**config.mk**
```make
export PLATFORM = sky130hd
export DESIGN_NAME = machine_timer_register_access_core
export DESIGN_NICKNAME = d
export VERILOG_FILES = /design/src/rtl/mtra_pkg.sv /design/src/rtl/mtra_access.sv /design/src/rtl/machine_timer_register_access_core.sv
export SDC_FILE = /design/constraint.sdc
export NUM_CORES = 1
export LEC_CHECK = 0
export BUFFER_PORTS_ARGS = -buffer_cell sky130_fd_sc_hd__buf_2
export CORE_MARGIN = 3
export CORE_UTILIZATION = 30
export DETAILED_ROUTE_END_ITERATION = 8
export GPL_TIMING_DRIVEN = 1
export HOLD_SLACK_MARGIN = 0.08
export SLEW_MARGIN = 15
export SYNTH_ARGS = -nofsm -noshare
export SYNTH_HDL_FRONTEND = slang
export SYNTH_SLANG_ARGS = --single-unit
```
**constraint.sdc**
```tcl
create_clock -name clk -period 8.65 [get_ports clk]
set_input_delay 2.1625 -clock clk [delete_from_list [all_inputs] [get_ports clk]]
set_output_delay 2.1625 -clock clk [all_outputs]
set_load 0.02 [all_outputs]
```
**src/rtl/mtra_pkg.sv**
```systemverilog
// ----------------------------------------------------------------------------
// mtra_pkg
// Shared types, constants and helpers for the machine timer register access
// core.
// ----------------------------------------------------------------------------
package mtra_pkg;

    localparam int unsigned ADDR_W    = 64;
    localparam int unsigned DATA_W    = 64;
    localparam int unsigned CFG_IDX_W = 1;

    localparam logic [2:0] LANE_MASK = 3'h7;

    localparam logic [ADDR_W-1:0] TIME_ADDR_RESET    = 64'h0000_0000_0200_BFF8;
    localparam logic [ADDR_W-1:0] COMPARE_ADDR_RESET = 64'h0000_0000_0200_4000;

    localparam logic [1:0] PRIV_MACHINE = 2'd3;
    localparam logic       MODE_WRITE   = 1'b1;

    localparam logic [1:0] SIZE_BYTE  = 2'd0;
    localparam logic [1:0] SIZE_HALF  = 2'd1;
    localparam logic [1:0] SIZE_WORD  = 2'd2;
    localparam logic [1:0] SIZE_DWORD = 2'd3;

    localparam logic [CFG_IDX_W-1:0] CFG_TIME_ADDR    = 1'b0;
    localparam logic [CFG_IDX_W-1:0] CFG_COMPARE_ADDR = 1'b1;

    localparam int unsigned IN_TDATA_W  = 136;
    localparam int unsigned OUT_TDATA_W = 72;

    typedef struct packed {
        logic              mode;
        logic [ADDR_W-1:0] address;
        logic [1:0]        access_width;
        logic [DATA_W-1:0] write_data;
        logic [1:0]        priv_level;
        logic              mprv;
    } req_t;

    typedef struct packed {
        logic              hit;
        logic [DATA_W-1:0] read_data;
        logic              timer_pending;
    } res_t;

    typedef struct packed {
        logic              commit;
        logic [DATA_W-1:0] time_value;
        logic [DATA_W-1:0] compare_value;
        logic              pending;
    } upd_t;

    function automatic logic [DATA_W-1:0] field_mask(input logic [1:0] code);
        logic [DATA_W-1:0] m;
        case (code)
            SIZE_BYTE: m = 64'h0000_0000_0000_00FF;
            SIZE_HALF: m = 64'h0000_0000_0000_FFFF;
            SIZE_WORD: m = 64'h0000_0000_FFFF_FFFF;
            default:   m = 64'hFFFF_FFFF_FFFF_FFFF;
        endcase
        return m;
    endfunction

    function automatic logic [2:0] align_mask(input logic [1:0] code);
        logic [2:0] m;
        case (code)
            SIZE_BYTE: m = 3'b000;
            SIZE_HALF: m = 3'b001;
            SIZE_WORD: m = 3'b011;
            default:   m = LANE_MASK;
        endcase
        return m;
    endfunction

endpackage

```
**src/rtl/mtra_access.sv**
```systemverilog
// ----------------------------------------------------------------------------
// mtra_access
// Address decode, lane extract/merge and pending compare for one access.
// ----------------------------------------------------------------------------
module mtra_access
    import mtra_pkg::*;
(
    input  req_t              req,
    input  logic [ADDR_W-1:0] time_address,
    input  logic [ADDR_W-1:0] compare_address,
    input  logic [DATA_W-1:0] time_value,
    input  logic [DATA_W-1:0] compare_value,
    input  logic              pending,
    output res_t              res,
    output upd_t              upd
);

    logic [ADDR_W-1:0] word_addr;
    logic              aligned;
    logic              allowed;
    logic              sel_time;
    logic              sel_compare;
    logic              is_write;
    logic [5:0]        shift;
    logic [DATA_W-1:0] mask;
    logic [DATA_W-1:0] lanes;
    logic [DATA_W-1:0] target;
    logic [DATA_W-1:0] merged;
    logic [DATA_W-1:0] time_new;
    logic [DATA_W-1:0] compare_new;
    logic              pending_new;

    always_comb
    begin
        word_addr   = {req.address[ADDR_W-1:3], 3'b000};
        aligned     = (req.address[2:0] & align_mask(req.access_width)) == 3'b000;
        allowed     = (req.priv_level == PRIV_MACHINE) && !req.mprv;
        sel_time    = aligned && allowed && (word_addr == time_address);
        sel_compare = aligned && allowed && !sel_time && (word_addr == compare_address);
        is_write    = req.mode == MODE_WRITE;

        shift  = {req.address[2:0], 3'b000};
        mask   = field_mask(req.access_width);
        lanes  = mask << shift;
        target = sel_time ? time_value : compare_value;
        merged = (target & ~lanes) | ((req.write_data & mask) << shift);

        time_new    = (sel_time && is_write) ? merged : time_value;
        compare_new = (sel_compare && is_write) ? merged : compare_value;
        pending_new = time_new >= compare_new;

        res.hit           = sel_time || sel_compare;
        res.read_data     = (res.hit && !is_write) ? ((target >> shift) & mask) : '0;
        res.timer_pending = (res.hit && is_write) ? pending_new : pending;

        upd.commit        = res.hit && is_write;
        upd.time_value    = time_new;
        upd.compare_value = compare_new;
        upd.pending       = pending_new;
    end

endmodule

```
**src/rtl/machine_timer_register_access_core.sv**
```systemverilog
// ----------------------------------------------------------------------------
// machine_timer_register_access_core
// mtime / mtimecmp register access with timer pending flag.
// ----------------------------------------------------------------------------
//  channel   | signals                               | payload
//  ----------+---------------------------------------+------------------------
//  s_axis    | s_axis_tvalid/tready/tdata/tuser      | one access word
//  m_axis    | m_axis_tvalid/tready/tdata            | one result word
//  cfg       | cfg_we/cfg_index/cfg_data             | register address writes
//
//  One word per cycle while m_axis_tready allows; an access passes the input
//  register, then decode/merge/compare into the result register.
//  Timer state commits as a word moves into the result register, so the next
//  word sees it at once.
//  m_axis_tready low holds the result; the input stage keeps one word queued.
//  Reset clears valids, timer state and loads the default register addresses.
// ----------------------------------------------------------------------------
module machine_timer_register_access_core
    import mtra_pkg::*;
(
    input  logic                   clk,
    input  logic                   rst_n,
    input  logic                   s_axis_tvalid,
    output logic                   s_axis_tready,
    // [63:0] address, [65:64] access_width, [129:66] write_data,
    // [131:130] priv_level, [132] mprv, [135:133] zero
    input  logic [IN_TDATA_W-1:0]  s_axis_tdata,
    // [0] mode
    input  logic                   s_axis_tuser,
    output logic                   m_axis_tvalid,
    input  logic                   m_axis_tready,
    // [0] hit, [64:1] read_data, [65] timer_pending, [71:66] zero
    output logic [OUT_TDATA_W-1:0] m_axis_tdata,
    input  logic                   cfg_we,
    input  logic [CFG_IDX_W-1:0]   cfg_index,
    input  logic [DATA_W-1:0]      cfg_data
);

    logic              in_valid_reg;
    logic              in_valid_next;
    req_t              in_req_reg;
    req_t              in_req_next;
    logic              out_valid_reg;
    logic              out_valid_next;
    res_t              out_res_reg;
    res_t              out_res_next;
    logic [ADDR_W-1:0] time_address_reg;
    logic [ADDR_W-1:0] compare_address_reg;
    logic [DATA_W-1:0] time_value_reg;
    logic [DATA_W-1:0] compare_value_reg;
    logic              pending_reg;
    logic              advance;
    req_t              s_req;
    res_t              res;
    upd_t              upd;

    assign s_req.mode         = s_axis_tuser;
    assign s_req.address      = s_axis_tdata[63:0];
    assign s_req.access_width = s_axis_tdata[65:64];
    assign s_req.write_data   = s_axis_tdata[129:66];
    assign s_req.priv_level   = s_axis_tdata[131:130];
    assign s_req.mprv         = s_axis_tdata[132];

    assign advance       = in_valid_reg && (!out_valid_reg || m_axis_tready);
    assign s_axis_tready = !in_valid_reg || advance;

    mtra_access u_access (
        .req             (in_req_reg),
        .time_address    (time_address_reg),
        .compare_address (compare_address_reg),
        .time_value      (time_value_reg),
        .compare_value   (compare_value_reg),
        .pending         (pending_reg),
        .res             (res),
        .upd             (upd)
    );

    always_comb
    begin
        in_valid_next  = in_valid_reg;
        in_req_next    = in_req_reg;
        out_valid_next = out_valid_reg;
        out_res_next   = out_res_reg;
        if (s_axis_tready)
        begin
            in_valid_next = s_axis_tvalid;
            in_req_next   = s_req;
        end
        if (advance)
        begin
            out_valid_next = 1'b1;
            out_res_next   = res;
        end
        else if (m_axis_tready)
        begin
            out_valid_next = 1'b0;
        end
    end

    always_ff @(posedge clk or negedge rst_n)
    begin
        if (!rst_n)
        begin
            in_valid_reg  <= 1'b0;
            out_valid_reg <= 1'b0;
        end
        else
        begin
            in_valid_reg  <= in_valid_next;
            out_valid_reg <= out_valid_next;
        end
    end

    always_ff @(posedge clk)
    begin
        in_req_reg  <= in_req_next;
        out_res_reg <= out_res_next;
    end

    always_ff @(posedge clk or negedge rst_n)
    begin
        if (!rst_n)
        begin
            time_value_reg    <= '0;
            compare_value_reg <= '0;
            pending_reg       <= 1'b0;
        end
        else if (advance && upd.commit)
        begin
            time_value_reg    <= upd.time_value;
            compare_value_reg <= upd.compare_value;
            pending_reg       <= upd.pending;
        end
    end

    always_ff @(posedge clk or negedge rst_n)
    begin
        if (!rst_n)
        begin
            time_address_reg    <= TIME_ADDR_RESET;
            compare_address_reg <= COMPARE_ADDR_RESET;
        end
        else if (cfg_we)
        begin
            unique case (cfg_index)
                CFG_TIME_ADDR:    time_address_reg    <= cfg_data;
                CFG_COMPARE_ADDR: compare_address_reg <= cfg_data;
                default:          ;
            endcase
        end
    end

    assign m_axis_tvalid = out_valid_reg;
    assign m_axis_tdata  = {6'b000000, out_res_reg.timer_pending,
                            out_res_reg.read_data, out_res_reg.hit};

    // a missed access never touches timer state
    a_miss_keeps_state: assert property (@(posedge clk) disable iff (!rst_n)
        advance && !res.hit |=> $stable(time_value_reg) && $stable(compare_value_reg)
            && $stable(pending_reg))
        else $error("timer state changed on a missed access");

    // pending tracks the compare after every committed write
    a_pending_after_write: assert property (@(posedge clk) disable iff (!rst_n)
        advance && upd.commit |=> pending_reg == (time_value_reg >= compare_value_reg))
        else $error("pending flag out of step with compare");

    // only machine mode with mprv clear is claimed
    a_hit_privileged: assert property (@(posedge clk) disable iff (!rst_n)
        advance && res.hit |-> in_req_reg.priv_level == PRIV_MACHINE && !in_req_reg.mprv)
        else $error("unprivileged access claimed");

    // a word leaving the input stage always lands in the result register
    a_advance_fills_output: assert property (@(posedge clk) disable iff (!rst_n)
        advance |=> out_valid_reg)
        else $error("result lost on advance");

endmodule

```
=== Word level (Yosys, flattened, before mapping) ===
Index checks and enable logic that the tools add are counted.

* Flip-flop bits (word level): 459
* Latch bits: 0
* Bits in writable memories: 0
* Memory bits (read-only): 0
* Input bits: 207
* Word-level logic and storage cells: 64
* Memories kept: 0

* Add/sub/neg operators: 0
* Multipliers: 0
* Divide/modulo/power cells: 0
* Magnitude comparators: 1
* Equal/unequal tests: 5
* Shift-type cells: 3
* Mux-type cells: 8
* Bitwise logic cells: 7
* Reductions and logical operators: 24

{| class="wikitable"
|+ Operator list
! cell !! number
|-
| $and A64 B64 Y64 || 3
|-
| $mux W64 || 3
|-
| $pmux W64 S3 || 1
|-
| $eq A64 B64 Y1 || 2
|-
| $shl A64 B6 Y64 || 2
|-
| $ge A64 B64 Y1 || 1
|-
| $not A64 Y64 || 1
|-
| $or A64 B64 Y64 || 1
|-
| $shr A64 B6 Y64 || 1
|-
| $logic_and A1 B1 Y1 || 11
|-
| $pmux W3 S3 || 1
|-
| $logic_not A1 Y1 || 5
|-
| $eq A2 B2 Y1 const B || 2
|-
| $reduce_and A2 Y1 || 2
|-
| $and A3 B3 Y3 || 1
|-
| $logic_not A3 Y1 || 1
|-
| $logic_or A1 B1 Y1 || 3
|-
| $mux W1 || 3
|-
| $eq A2 B1 Y1 const B || 1
|-
| $logic_not A2 Y1 || 1
|-
| $reduce_bool A2 Y1 || 1
|-
| $not A1 Y1 || 1
|}

=== Logic depth before layout (Yosys ltp) ===
Gate-level depths: netlist of run 1.

* Word-level depth: 13
* Mapped depth: 22

=== Modules after synthesis ===
Synthesis of run 1 repeated with hierarchy kept, for this count alone.

* Cells, all modules: 2,012
* Area total of the unflattened synthesis: 25,968.7 um^2

{| class="wikitable"
|+ By module, submodules not included
! module !! times used !! cells each !! area an instance (um^2)
|-
| machine_timer_register_access_core || 1 || 758 || 16,105.4
|-
| mtra_access || 1 || 1,254 || 9,863.2
|}

=== Worst setup path before layout of run 1 ===
OpenSTA, ideal clock, no wires.

* Kind: input -> output
* Start point: input m_axis_tready
* End point: output s_axis_tready
* Data arrival time: 5.381 ns
* Path slack: 1.106 ns
* Stages on the path: 1
* Path buffers: 0
* Cells stage by stage: nand3b_1

* Word-level cells in the longest chain between the ends: 3

{| class="wikitable"
|+ Ends and longest elaborated chain
! item !! RTL line !! RTL
|-
| start, declared || machine_timer_register_access_core.sv:31 || <nowiki>input logic m_axis_tready,</nowiki>
|-
| $logic_or A1 B1 Y1 || machine_timer_register_access_core.sv:64 || <nowiki>assign advance = in_valid_reg && (!out_valid_reg || m_axis_tready);</nowiki>
|-
| $logic_and A1 B1 Y1 || machine_timer_register_access_core.sv:64 ||
|-
| $logic_or A1 B1 Y1 || machine_timer_register_access_core.sv:65 || <nowiki>assign s_axis_tready = !in_valid_reg || advance;</nowiki>
|-
| end, declared || machine_timer_register_access_core.sv:24 || <nowiki>output logic s_axis_tready,</nowiki>
|}

Every way passes these cells.

==> results.cfg, run 1 <==
[worst_hold_path]
hold_depth = 1
hp-start = in_valid_reg$_DFFE_PN0P_
hp-class = flop to flop
hold_end = m_axis_tvalid$_DFFE_PN0P_

[critical_path]
worstSetupPathType = flop to flop
cp-end-kind = flop
start_kind = flop
arrival_ns = 7.16
required_ns = 8.98
reg2reg_to = m_axis_tdata[65]$_DFFE_PP_
reg2regPathDepth = 22
reg2reg_slack_ns = 1.82
r2r_start = time_address_reg[10]$_DFFE_PN1P_
cp_max_fo = 22

[pwr]
p_comb_share_pct = 12.6
powerDensity_mw_per_mm2 = 190
p_int_w = 0.00406
p_leak_nw = 12.4
p_clk_share_pct = 41.1
p_sw_share_pct = 26.9
peakVddDrop_mv = 0.183
p_switching_w = 0.00150
share_seq_of_total_power_pct = 46.3
finalPower_w = 0.00556

[timing]
max_freq_ghz = 0.146
maxSlewViolCount = 0
worstMarginPinSlew_ns = 1.25
report.final.hold_viol_count = 0
layout_worst_path_cycle_share_pct = 79.0
finClkSkew_ns = 0.0254
rsz0062_at_grt = no
layout_min_cycle_time_ns = 6.83
worst_slack_ns = 1.82
relSlewSlack_pct = 16.3
hold_ws_ns = 0.482
final.setup.tns_ns = 0
setup_viol = 0

[global_routing]
grt_pass1_wl_mm = 120
grt_pass1_vias = 18200
antenna_found_initial = 41
grt_overflow = 0
busiest_layer = met2
grt_use_met1_pct = 24.2
track_usage_pct = 18.4
grt_use_met2_pct = 29.0
grt_max_degree = 153
use_met3_pct = 5.60

[drt]
via_per_inst = 5.34
wirelength_mm = 81.2
dr.pass1.iters = 6
num_vias = 18300
drc = 0
drt_iter0_markers = 1897
wl_per_cell_um = 23.7
ant_nets = 0

[cells_and_area]
finalNonFillerCells = 3430
fin_nets = 2578
layout-drive-gt1-share_pct = 31.0
area_growth_pct = 17.5
n_fill_cell = 7900
final_cell_mix = 275 x mux2_2, 270 x buf_2, 244 x dfrtp_1
final_common_cell = mux2_2
largest_register_ffs = 134

[synth]
ys_warn_count = 0
async_reset_ff_share_pct = 56.4
synthCells = 2068
yosys_most_used_dff = dfrtp_1
synth_seq_cells = 459
syn_avg_cell_area_um2 = 12.0
ys_seq_area_share_pct = 50.4
yosysUniqueCellTypes = 57
synth_edf_count = 200
syn_area_mm2 = 0.0248

[floorplanning]
die_w_um = 294
dieArea_mm2 = 0.0863
coreArea_mm2 = 0.0813
fp-row-count = 104
num_io_pins = 281
initial_utilization_pct = 30.5
die_h_um = 294

[clock_tree]
cts_made_buffers = 53
postCtsSetupRepairBufs = 0
clk_path_buf_depth = 3
clkLatencyLatePin_ns = 0.62
cts.sinks = 459
holdBufCountCts = 0
root_buffer = clkbuf_16
htreeDepth = 2
path_clk_slew_ns = 0.06
cts_tree = built
cts_resized = 0

[placed_design]
gp_congestion = 0.904
place_hpwl_mm = 59.8
place_ws_ns = 1.92
io_buffers = 271
dp.cells = 3312

[run]
max-cap-violations = 0

[status]
status = finished clean
[power groups by stage]
stage	registers [W]	clock network [W]	logic, W
6_report	0.00257	0.00228	0.000701
5_1_grt	0.00259	0.00243	0.000757
4_1_cts	0.00257	0.00234	0.000704
3_5_place_dp	0.00262	0	0.000700
3_3_place_gp	0.00261	0	0.000690
2_1_floorplan	0.00261	0	0.000401
[stage by stage]
stage	utilization (%)	cell area, µm²
6_report	35.9	29200
5_1_grt	35.9	29200
4_1_cts	35.8	29100
3_5_place_dp	33.6	27300
3_3_place_gp	33.6	27300
2_1_floorplan	-	24900
[area by class of cell]
| class | count | area, µm² | area share, % |
|---|---|---|---|
| antenna | 18 | 45.0 | 0.154 |
| clock inverter | 26 | 274 | 0.939 |
| multi-input combinational | 1437 | 11600 | 39.9 |
| timing repair buffer | 310 | 1700 | 5.81 |
| inverter | 46 | 173 | 0.592 |
| tap | 1060 | 1330 | 4.54 |
| clock buffer | 74 | 1530 | 5.23 |
| sequential | 459 | 12500 | 42.8 |
[per-layer routing]
layer	up-vias	share of wire [%]
met5	-	0.32
met4	40	3.4
met1	9014	41
met3	185	10
li1	8215	-
met2	860	45
[cells in the mapped netlist, types with 2 or more instances]
master,count,area share [%]
a2111oi_0,2,0.071
a211oi_1,19,0.57
a21o_1,45,1.4
a21oi_1,130,2.6
a221oi_1,22,0.78
a22o_1,4,0.14
a22oi_1,21,0.63
a311oi_1,6,0.21
a31oi_1,9,0.23
a32o_1,5,0.20
and2_1,10,0.25
and3_1,3,0.076
buf_1,28,0.42
buf_2,17,0.34
buf_4,8,0.24
buf_6,3,0.14
clkbuf_1,75,1.1
dfrtp_1,244,25
dfstp_2,15,1.6
edfxtp_1,200,24
ha_1,64,3.2
inv_1,45,0.68
mux2_2,275,12
mux2i_1,158,6.4
mux4_2,31,2.8
nand2_1,82,1.2
nand2b_1,4,0.10
nand3_1,20,0.40
nand4_1,26,0.65
nor2_1,166,2.5
nor2b_1,23,0.58
nor3_1,18,0.36
nor4_1,34,0.86
o2111a_1,2,0.091
o211ai_1,2,0.060
o21a_1,2,0.060
o21ai_0,61,1.2
o21ai_1,2,0.040
o221ai_1,10,0.35
o22a_1,23,0.81
o22ai_1,10,0.25
o2bb2ai_1,7,0.25
or3_1,2,0.050
xor2_1,122,4.3
[worst max-delay path, cell delays in order (launching register included)]
cell and delay [ns]:
dfstp_2 0.53, xor2_1 0.09, nor4_1 0.59, nand4_1 0.26
nor4_4 0.74, and2_2 0.78, buf_4 0.33, buf_4 0.20
mux2i_1 0.38, o22a_1 0.26, inv_1 0.06, mux2i_1 0.13
ha_1 0.26, a21o_1 0.16, a21o_1 0.17, a21oi_1 0.23
o21ai_0 0.17, nand2_1 0.10, nand4b_1 0.13, a2111oi_0 0.45
buf_4 0.21, a211o_1 0.17, a21oi_1 0.12
[how the worst max path moves through the flow]
stage,start,to,slack (ns),cells past startpoint
floorplan,m_axis_tready,s_axis_tready,1.11,1
detailed placement,time_address_reg[12]$_DFFE_PN1P_,m_axis_tdata[65]$_DFFE_PP_,1.92,22
finish,time_address_reg[10]$_DFFE_PN1P_,m_axis_tdata[65]$_DFFE_PP_,1.82,22
CTS,time_address_reg[12]$_DFFE_PN1P_,m_axis_tdata[65]$_DFFE_PP_,1.90,22
global route,time_address_reg[12]$_DFFE_PN1P_,m_axis_tdata[65]$_DFFE_PP_,1.60,22
global placement,time_address_reg[10]$_DFFE_PN1P_,m_axis_tdata[65]$_DFFE_PP_,1.82,22
[logic make-up (layout without fill, tap and decap cells)]
logic type      count (synthesis)  after routing  share of synthesized area (%)
fa+ha+maj                      64             64                           3.22
buf+inv                       177            456                           2.97
xor+xnor                      122            122                           4.30
flops                         459            459                           50.4
compound gates                387            387                           10.2
mux                           464            464                           21.6
other cells                     1             24                         0.0151
simple gates                  394            394                           7.33
Note: power is estimated with default switching activity, not from simulation.
==> inputs of run 2 (changes only) <==
clock period = 6.3 ns   (was 8.65 ns; I/O delays follow)
==> run 2 against run 1 <==
  * Combinational power up 42%
  * Final cell count is 1.3% higher
  * Non-clock buffer count is 52 higher
  * Clock skew shrank 0.0062 ns
  * Sequential share of layout area shrank 0.53 points
  * Highest routed layer unchanged
  * Setup slack worse by 1.3 ns
  * Via count increased by 0.16%
  * Critical endpoint unchanged
  * First-iteration DRC count shrank 17%
  * Flip-flop and latch count unchanged
  * Clock power is 39% higher
  * Critical path type unchanged
  * Clock-buffer cell count down 9
  * Fmax increased by 18%
==> results.cfg, run 2 (same netlist as run 1, synthesis figures left out) <==
[drt]
routed.top_layer = met5
drt-met1-wl_mm = 33.9
drt_iter0_markers = 1578
dr.pass1.iters = 5
wirelength_mm = 82.1
num_vias = 18300
ant_nets = 0
wl_per_cell_um = 23.6
drc = 0
wl_met2_mm = 36.7
wl_met3_mm = 8.03
via_per_inst = 5.28

[critical_path]
startpoint = in_req_reg[117]$_DFFE_PP_
worstSetupPathType = flop to flop
reg2reg_slack_ns = 0.50
start_kind = flop
r2r_start = in_req_reg[117]$_DFFE_PP_
reg2regPathDepth = 22
cp-end-kind = flop
required_ns = 6.64
crit_path_end = m_axis_tdata[65]$_DFFE_PP_
reg2reg_to = m_axis_tdata[65]$_DFFE_PP_
cp_max_fo = 25
arrival_ns = 6.14

[floorplanning]
die_h_um = 294
coreArea_mm2 = 0.0813
die_w_um = 294
dieArea_mm2 = 0.0863
initial_utilization_pct = 30.5
num_io_pins = 281
fp-row-count = 104

[timing]
worst_slack_ns = 0.497
worstMarginPinSlew_ns = 1.14
hold_ws_ns = 0.493
finClkSkew_ns = 0.0192
layout_min_cycle_time_ns = 5.80
report.final.hold_viol_count = 0
layout_worst_path_cycle_share_pct = 92.1
rsz0062_at_grt = no
relSlewSlack_pct = 23.3
setup_viol = 0
maxSlewViolCount = 0
max_freq_ghz = 0.172

[clock_tree]
cts.sinks = 459
cts_tree = built
htreeDepth = 2
postCtsSetupRepairBufs = 0
root_buffer = clkbuf_16
holdBufCountCts = 0
path_clk_slew_ns = 0.06
cts_resized = 0
cts_made_buffers = 53
clk_path_buf_depth = 3
clkLatencyLatePin_ns = 0.62

[placed_design]
place_ws_ns = 0.435
place_hpwl_mm = 61.3
io_buffers = 271
gp_congestion = 0.907

[global_routing]
grt_overflow = 0
antenna_found_initial = 38
grt_max_degree = 130
grt_pass1_wl_mm = 121
grt_pass1_vias = 18600
track_usage_pct = 18.7

[status]
status = finished clean

[worst_hold_path]
hold_depth = 1
hp-class = flop to flop
hp-start = in_valid_reg$_DFFE_PN0P_

[pwr]
finalPower_w = 0.00770
peakVddDrop_mv = 0.222
p_leak_nw = 12.7
powerDensity_mw_per_mm2 = 261

[cells_and_area]
largest_register_ffs = 134
fin_util_pct = 36.3
layout-drive-gt1-share_pct = 32.6
n_fill_cell = 7916
final_cell_mix = 275 x mux2_2, 270 x buf_2, 244 x dfrtp_1
area_growth_pct = 19.0
final_common_cell = mux2_2
fin_nets = 2630

[run]
max-cap-violations = 0
-- run 2: where the power goes --
group / total [W] / internal [W] / switching (W) / leakage, nW
Clock: 0.00317 / 0.00184 / 0.00133 / 0.865
Combinational: 0.000992 / 0.000384 / 0.000608 / 6.54
Sequential: 0.00354 / 0.00338 / 0.000155 / 5.27
Total: 0.00770 / 0.00561 / 0.00209 / 12.7
-- run 2: through the flow --
step	instance area [µm²]	instances	setup TNS, ns
after floorplan	24900	2073	-0.0685
final	29600	3474	0
after global placement	27700	3364	0
after CTS	29500	3463	0
after global routing	29500	3466	0
after detailed placement	27700	3364	0
-- run 2: cell type report --
class	count	area, µm²	share of cell area [%]
sequential	459	12500	42.3
multi-input combinational	1437	11600	39.4
timing repair buffer	362	2100	7.10
clock buffer	65	1400	4.74
tap	1060	1330	4.49
clock inverter	34	375	1.27
inverter	46	173	0.584
antenna	11	27.5	0.0931
-- run 2: per-layer routing --
metal  global-route usage [%]  up-vias
met5                    0.998        -
met4                     6.41       46
met3                     6.08      196
met2                     29.1      806
met1                     24.4     8965
li1                         -     8331
-- run 2: critical path, stage by stage (launching register included) --
cell and delay [ns]:
edfxtp_1 0.42, xor2_1 0.18, nor4_1 0.47, nand4_1 0.32
nor4_4 0.28, buf_4 0.20, and2_2 0.35, buf_12 0.25
mux2i_1 0.38, o22a_1 0.27, inv_1 0.07, mux2i_1 0.16
ha_1 0.27, a21o_1 0.16, a21o_1 0.16, a21oi_1 0.26
o21ai_0 0.18, nand2_1 0.10, nand4b_1 0.10, a2111oi_0 0.44
buf_4 0.21, a211o_1 0.14, a21oi_1 0.11
-- run 2: worst min-delay path by stage --
stage	slack, ns	end
after global routing	0.52	m_axis_tvalid$_DFFE_PN0P_
after detailed placement	0.48	m_axis_tvalid$_DFFE_PN0P_
final	0.49	m_axis_tvalid$_DFFE_PN0P_
after floorplan	0.46	m_axis_tvalid$_DFFE_PN0P_
after global placement	0.47	m_axis_tvalid$_DFFE_PN0P_
after CTS	0.50	m_axis_tvalid$_DFFE_PN0P_
==> inputs of run 3 (changes only) <==
SYNTH_HIERARCHICAL = 1   (was unset)
==> run 3 against run 2 <==
  * Clock skew up 0.0088 ns
  * Critical path depth down 5
  * Setup slack worse by 0.16 ns
  * Sequential power about the same
  * Critical path type unchanged
  * Highest routed layer unchanged
  * First-iteration DRC count up 7.9%
  * Combinational power about the same
  * Clock-buffer cell count down 7
  * Core utilization down 0.76 points
  * Critical endpoint unchanged
  * Synthesized cell count down 2.7%
  * Largest power group unchanged
==> results.cfg, run 3 <==
[status]
status = finished clean

[timing]
layout_worst_path_cycle_share_pct = 94.7
finClkSkew_ns = 0.0280
relSlewSlack_pct = 16.7
report.final.hold_viol_count = 0
rsz0062_at_grt = no
layout_min_cycle_time_ns = 5.96
setup_viol = 0
worstMarginPinSlew_ns = 1.24
maxSlewViolCount = 0
max_freq_ghz = 0.168

[synth]
syn_avg_cell_area_um2 = 12.9
synth_seq_cells = 459
synthCells = 2012
synth.most_common_cell = mux2_2
yosysUniqueCellTypes = 77
yosys_most_used_dff = dfrtp_1
synth.area.top_cells = dfrtp_1 24%, edfxtp_1 23%, mux2_2 11%
synth_common_cells = 248 x mux2_2, 244 x dfrtp_1, 200 x edfxtp_1
ys_seq_area_share_pct = 48.2
syn_area_mm2 = 0.0260
ys_warn_count = 6
synth_edf_count = 200
post-synth-top-area-cell = dfrtp_1
synth_top_area_share_pct = 23.5
async_reset_ff_share_pct = 56.4

[cells_and_area]
layout-drive-gt1-share_pct = 36.7
largest_register_ffs = 134
n_fill_cell = 8311
fin_nets = 2557
fin_util_pct = 35.6
layout.cell_area.non_filler_mm2 = 0.0304
final_cell_mix = 270 x buf_2, 248 x mux2_2, 244 x dfrtp_1
area_growth_pct = 17.2
final_common_cell = buf_2

[pwr]
p_comb_share_pct = 13.0
p_switching_w = 0.00212
share_seq_of_total_power_pct = 45.9
powerDensity_mw_per_mm2 = 253
p_clk_share_pct = 41.0
peakVddDrop_mv = 0.208
p_sw_share_pct = 27.4
p_leak_nw = 12.4
p_int_w = 0.00559

[clock_tree]
cts_resized = 0
path_clk_slew_ns = 0.06
clk_path_buf_depth = 3
cts.sinks = 459
postCtsSetupRepairBufs = 0
clkLatencyLatePin_ns = 0.63
root_buffer = clkbuf_16
holdBufCountCts = 0
htreeDepth = 2
cts_tree = built
cts_made_buffers = 52

[floorplanning]
num_io_pins = 281
initial_utilization_pct = 30.4
die_w_um = 300
dieArea_mm2 = 0.0901
fp-row-count = 107
coreArea_mm2 = 0.0855
die_h_um = 300

[drt]
ant_nets = 0
wl_met3_mm = 8.50
drc = 0
drt-met1-wl_mm = 36.4
via_per_inst = 5.37
num_vias = 18800
wl_met2_mm = 40.0
wirelength_mm = 87.8
wl_per_cell_um = 25.1
drt_iter0_markers = 1702
routed.top_layer = met5
dr.pass1.iters = 5

[global_routing]
grt_pass1_vias = 19100
antenna_found_initial = 45
grt_overflow = 0
grt_max_degree = 136
track_usage_pct = 19.1
grt_pass1_wl_mm = 129

[critical_path]
worstSetupPathType = flop to flop
required_ns = 6.78
start_kind = flop
arrival_ns = 6.45
cp_max_fo = 35
cp-end-kind = flop

[run]
max-cap-violations = 0

[placed_design]
io_buffers = 271
gp_congestion = 0.928
placed_cell_area_mm2 = 0.0286
place_hpwl_mm = 65.6

[worst_hold_path]
hp-class = flop to flop
[run 3: cell type report]
cell class                 instances  area, µm²  share of cell area, %
multi-input combinational       1424      12700                   41.7
antenna                           19       47.5                  0.156
clock buffer                      58       1340                   4.41
timing repair buffer             338       1940                   6.39
clock inverter                    39        432                   1.42
tap                             1144       1430                   4.70
sequential                       459      12500                   41.1
inverter                          11       41.3                  0.136
[run 3: power groups by stage]
stage          Clock (W)  Combinational [W]  Sequential [W]
4_1_cts          0.00324            0.00101         0.00354
3_3_place_gp           0           0.000988         0.00358
2_1_floorplan          0           0.000569         0.00359
6_report         0.00316            0.00101         0.00354
3_5_place_dp           0            0.00100         0.00360
5_1_grt          0.00337            0.00107         0.00356
[run 3: logic make-up (layout without fill, tap and decap cells)]
| logic type | after synthesis | count (layout) | synth area share, % |
|---|---|---|---|
| AO/OA/AOI/OAI | 407 | 407 | 11.1 |
| XOR/XNOR | 122 | 122 | 4.11 |
| adder cells (fa/ha/maj) | 64 | 64 | 3.08 |
| buffers and inverters | 134 | 446 | 3.09 |
| flip-flops | 459 | 459 | 48.2 |
| multiplexers | 494 | 494 | 24.2 |
| other | 1 | 25 | 0.0144 |
| AND/OR/NAND/NOR | 331 | 331 | 6.28 |
[run 3: final timing paths]
check | from | end | slack [ns] | cells after the start
worst max register to register | in_req_reg[113]$_DFFE_PP_ | m_axis_tdata[65]$_DFFE_PP_ | 0.34 | 17
worst max-delay path | in_req_reg[113]$_DFFE_PP_ | m_axis_tdata[65]$_DFFE_PP_ | 0.34 | 17
min in group asynchronous | rst_n | time_address_reg[19]$_DFFE_PN0P_ | 0.97 | 1
worst min-delay path | compare_address_reg[2]$_DFFE_PN0P_ | compare_address_reg[2]$_DFFE_PN0P_ | 0.50 | 1
worst min register to register | compare_address_reg[2]$_DFFE_PN0P_ | compare_address_reg[2]$_DFFE_PN0P_ | 0.50 | 1
max in group asynchronous | rst_n | time_address_reg[45]$_DFFE_PN0P_ | 4.07 | 2
[run 3: worst max-delay path, cell delays in order (launching register included)]
cell and delay (ns):
edfxtp_1 0.42, xnor2_1 0.45, nand4_1 0.22, nor4_1 0.41, and4_4 0.33, and3_1 0.37
buf_12 0.30, nand2_1 0.32, a22o_1 0.30, ha_1 0.32, nand4_1 0.12, or3_1 0.49
a2111oi_0 0.57, buf_4 0.20, o31ai_1 0.13, nor4b_1 0.22, o21ai_0 0.39, mux2_2 0.24
[run 3: layer usage]
metal | vias to the layer above | GRT usage, %
met2 | 826 | 30.4
met4 | 44 | 5.58
li1 | 8281 | -
met5 | - | 0
met3 | 172 | 6.12
met1 | 9436 | 24.9
[run 3: per-stage QoR]
| stage | instances | TNS, ns | hold WS [ns] | power, W | worst slack [ns] |
|---|---|---|---|---|---|
| floorplan | 2017 | -0.0685 | 0.471 | 0.00416 | -0.0685 |
| global placement | 3376 | 0 | 0.481 | 0.00457 | 0.552 |
| detailed placement | 3376 | 0 | 0.487 | 0.00460 | 0.429 |
| CTS | 3473 | 0 | 0.505 | 0.00779 | 0.404 |
| global route | 3476 | 0 | 0.526 | 0.00800 | 0.156 |
| finish | 3492 | 0 | 0.503 | 0.00771 | 0.337 |
